$ cat src/design/rnvc_ram.sv
`timescale 1ns / 1ps
// Generic single-write, single-read synchronous RAM with registered read data.
// No dependencies.
module rnvc_ram #(
    parameter int WIDTH = 8,
    parameter int DEPTH = 16
) (
    input  logic                     i_clk,
    input  logic                     i_we,
    input  logic [$clog2(DEPTH)-1:0] i_waddr,
    input  logic [WIDTH-1:0]         i_wdata,
    input  logic [$clog2(DEPTH)-1:0] i_raddr,
    output logic [WIDTH-1:0]         o_rdata
);

    logic [WIDTH-1:0] r_mem [DEPTH];
    logic [WIDTH-1:0] r_rdata;

    always_ff @(posedge i_clk) begin
        if (i_we) begin
            r_mem[i_waddr] <= i_wdata;
        end
        r_rdata <= r_mem[i_raddr];
    end

    assign o_rdata = r_rdata;

endmodule

$ cat config.mk
export PLATFORM = sky130hd
export DESIGN_NAME = rnvc_ram
export DESIGN_NICKNAME = d
export VERILOG_FILES = /design/src/design/rnvc_ram.sv
export SDC_FILE = /design/constraint.sdc
export NUM_CORES = 1
export LEC_CHECK = 0
export BUFFER_PORTS_ARGS = -buffer_cell sky130_fd_sc_hd__clkbuf_2
export CAP_MARGIN = 20
export CELL_PAD_IN_SITES_DETAIL_PLACEMENT = 0
export CELL_PAD_IN_SITES_GLOBAL_PLACEMENT = 1
export CORE_MARGIN = 8
export CORE_UTILIZATION = 48
export DETAILED_ROUTE_END_ITERATION = 12
export GPL_ROUTABILITY_DRIVEN = 0
export MAX_ROUTING_LAYER = met4
export PLACE_DENSITY = 0.75
export SYNTH_ARGS = -nofsm -noshare
export SYNTH_HDL_FRONTEND = slang
export SYNTH_SLANG_ARGS = --single-unit
$ cat constraint.sdc
create_clock -name i_clk -period 1.6 [get_ports i_clk]
set_input_delay 0.16 -clock i_clk [delete_from_list [all_inputs] [get_ports i_clk]]
set_output_delay 0.16 -clock i_clk [all_outputs]
set_load 0.03 [all_outputs]
==> key figures <==
Setup path
  • Buf+Inv Stages, Crit Path: 0
  • CP arrival: 1.80 ns
  • CP startpoint kind: flop
  • CP max-delay cell: mux4_1
  • Setup crit end kind: flop
  • Worst path top cell family by delay: multiplexers
  • CP Max Fanout: 1
  • CP Cell Sequence: mux4_1 > a22oi_1 > nand2_1
  • Worst endpoint required time: 1.99 ns
  • CP Class: flop to flop
  • Crit-path max cell delay: 0.50 ns

Clocking
  • CTS Buf Count: 17
  • CTS tree: yes
  • Post-CTS setup buffers: 0
  • Clock Path Buffers: 2
  • Clock tree root driver cell: clkbuf_8
  • Hold Buf Count CTS: 0
  • Worst skew pair latency: 0.51 ns
  • Clock-pin slew on the worst setup and hold paths: 0.06 ns
  • H-tree Lvls: 4
  • Post-CTS sizing: 0
  • CTS Sinks: 136

Floorplan
  • Die area: 14300 µm²
  • Die height: 120 µm
  • # IOs: 26
  • Core Area: 10700 µm²
  • Starting Density: 0.483
  • Num rows: 38
  • Width of the die: 120 µm

Power
  • Power per cell area: 1330 nW/µm²
  • Static leakage: 2.12 nW
  • Maximum VDD drop: 625 µV

Logic synthesis
  • Primary FF master, synth: edfxtp_1
  • Post-synth top area cell: edfxtp_1
  • Post-Syn Instances: 229
  • Yosys cell types: 19
  • FFs w/ async S/R, synth: 0
  • Share of the synthesized area in the top cell type: 0.747
  • Synth warn: 0
  • #FFs+latches synth: 136
  • Synth area leaders: edfxtp_1 (75%), mux4_2 (7.9%), mux4_1 (7.1%), dfxtp_1 (3.1%), a22oi_1 (2.3%)
  • Top-count cell post-synth: edfxtp_1
  • Syn Nets: 247
  • Syn avg cell area: 22.5 µm²
  • Syn Std Cell Area: 5150 µm²
  • Number of enable flip-flop cells after synthesis: 128
  • Register area share after synthesis: 0.778
  • Top cells by count, synth: edfxtp_1 (128), mux4_2 (18), a22oi_1 (16)

STA
  • Worst-Margin Slew: 0.372 ns
  • Unrepaired setup endpoints after global routing: no
  • Final Cycle Share: 0.879
  • Hold Vio Cnt, Final: 0
  • Fmax: 0.711 GHz
  • Max-slew headroom: 0.752
  • Final Max Tran Viols: 0
  • Layout Skew: 0.00784 ns
  • Tmin final: 1.41 ns
  • Final setup viols: 0

Placed design
  • DP Area: 5580 µm²
  • Inst Count DP: 409
  • Port Buffers: 25
  • DPL Wire Length: 6.09 mm

Route
  • Final wirelength: 9.87 mm
  • Via count: 2469
  • Residual DRC count: 0
  • Vias per cell: 5.60
  • Number of DRC markers in iteration 0: 239
  • Wire per inst: 22.4 µm
  • Post-route ant nets: 0
  • Drt first pass iters: 5

GRT
  • Pin count of the biggest net entering global routing: 33
  • First-pass GRT wire length: 15.1 mm
  • Number of global-route vias before repair: 2575
  • Grt ovf: 0
  • Initial antenna violation count: 0
  • Total GRT Usage: 0.151

Finish
  • Diode count: 0
  • Final nets: 306
  • FILL cells: 787
  • Proportion of layout cells with a drive suffix above 1: 0.336
  • Final Cell Area: 6170 µm²
  • Synth-to-Final Area Change: 19.9%
  • Finished Layout Cells: 441

Status
  • Status: finished, final reports clean

Flow run
  • Max cap viols: 0

Worst hold path
  • Hold WC Path Type: input pin to flop
==> path summary, 6_finish.rpt <==
path,from,endpoint,slack [ns],cells after the start
worst max-delay path,r_mem[8][4]$_DFFE_PP_,o_rdata[4]$_DFF_P_,0.19,3
worst min-delay path,i_wdata[2],r_mem[0][2]$_DFFE_PP_,0.08,1
worst max register to register,r_mem[8][4]$_DFFE_PP_,o_rdata[4]$_DFF_P_,0.19,3
worst min register to register,r_mem[11][1]$_DFFE_PP_,o_rdata[1]$_DFF_P_,0.68,3
==> metrics by stage <==
step	total power [mW]	hold slack (ns)	utilization	setup TNS, ns	setup WS [ns]
4_1_cts	8.29	0.0523	0.579	0	0.201
3_5_place_dp	4.51	0.596	0.524	-0.0191	-0.0191
5_1_grt	8.47	0.0960	0.579	0	0.149
6_report	8.23	0.0761	0.579	0	0.194
3_3_place_gp	4.50	0.569	0.524	-0.00513	-0.00513
2_1_floorplan	4.32	0.259	-	0	0.174
==> per-layer routing <==
| metal | vias up | global-route usage | routed length (µm) |
|---|---|---|---|
| met5 | - | - | 0 |
| met4 | 0 | 0.0687 | 191 |
| met3 | 17 | 0.0357 | 594 |
| met2 | 91 | 0.225 | 4800 |
| met1 | 1270 | 0.194 | 4280 |
| li1 | 1091 | - | - |
==> layout make-up <==
cell class / count / area [µm²] / area share
clock buffer: 17 / 414 / 0.0671
tap: 140 / 175 / 0.0284
multi-input combinational: 83 / 1060 / 0.172
clock inverter: 15 / 178 / 0.0288
sequential: 136 / 4000 / 0.649
timing repair buffer: 50 / 338 / 0.0547
==> flip-flops by register name, summed over array words and instances, names as in the netlist <==
| signal | flops |
|---|---|
| o_rdata | 8 |
| r_mem | 128 |
==> kinds of logic (layout without fill, tap and decap cells) <==
group / count (synthesis) / in the layout / synth area share
compound gates: 16 / 16 / 0.0233
flops: 136 / 136 / 0.778
mux: 32 / 32 / 0.150
buf+inv: 10 / 82 / 0.0168
simple gates: 35 / 35 / 0.0318
==> power by group <==
part,switching [mW],leakage [nW],internal [mW]
combinational,0.253,0.615,0.169
clock,1.43,0.278,2.37
sequential,0.0243,1.22,3.98
total,1.70,2.12,6.53
==> worst register-to-register path: stages (launching register included) <==
cell and delay (ns):
edfxtp_1 0.38, mux4_1 0.50, a22oi_1 0.33, nand2_1 0.09
==> placed cells by master, fill, tap and decap left out, drive strengths merged <==
| cell type | instances |
|---|---|
| inv | 2 |
| nor3 | 4 |
| and2 | 1 |
| clkbuf | 42 |
| nor2b | 1 |
| buf | 25 |
| nand2 | 9 |
| nand3b | 2 |
| nand3 | 1 |
| a22oi | 16 |
| mux4 | 32 |
| nand2b | 2 |
| or3b | 1 |
| and2b | 1 |
| nor2 | 13 |
| clkinvlp | 4 |
| bufinv | 3 |
| edfxtp | 128 |
| dfxtp | 8 |
| clkinv | 6 |
(Power assumes the default switching activity.)
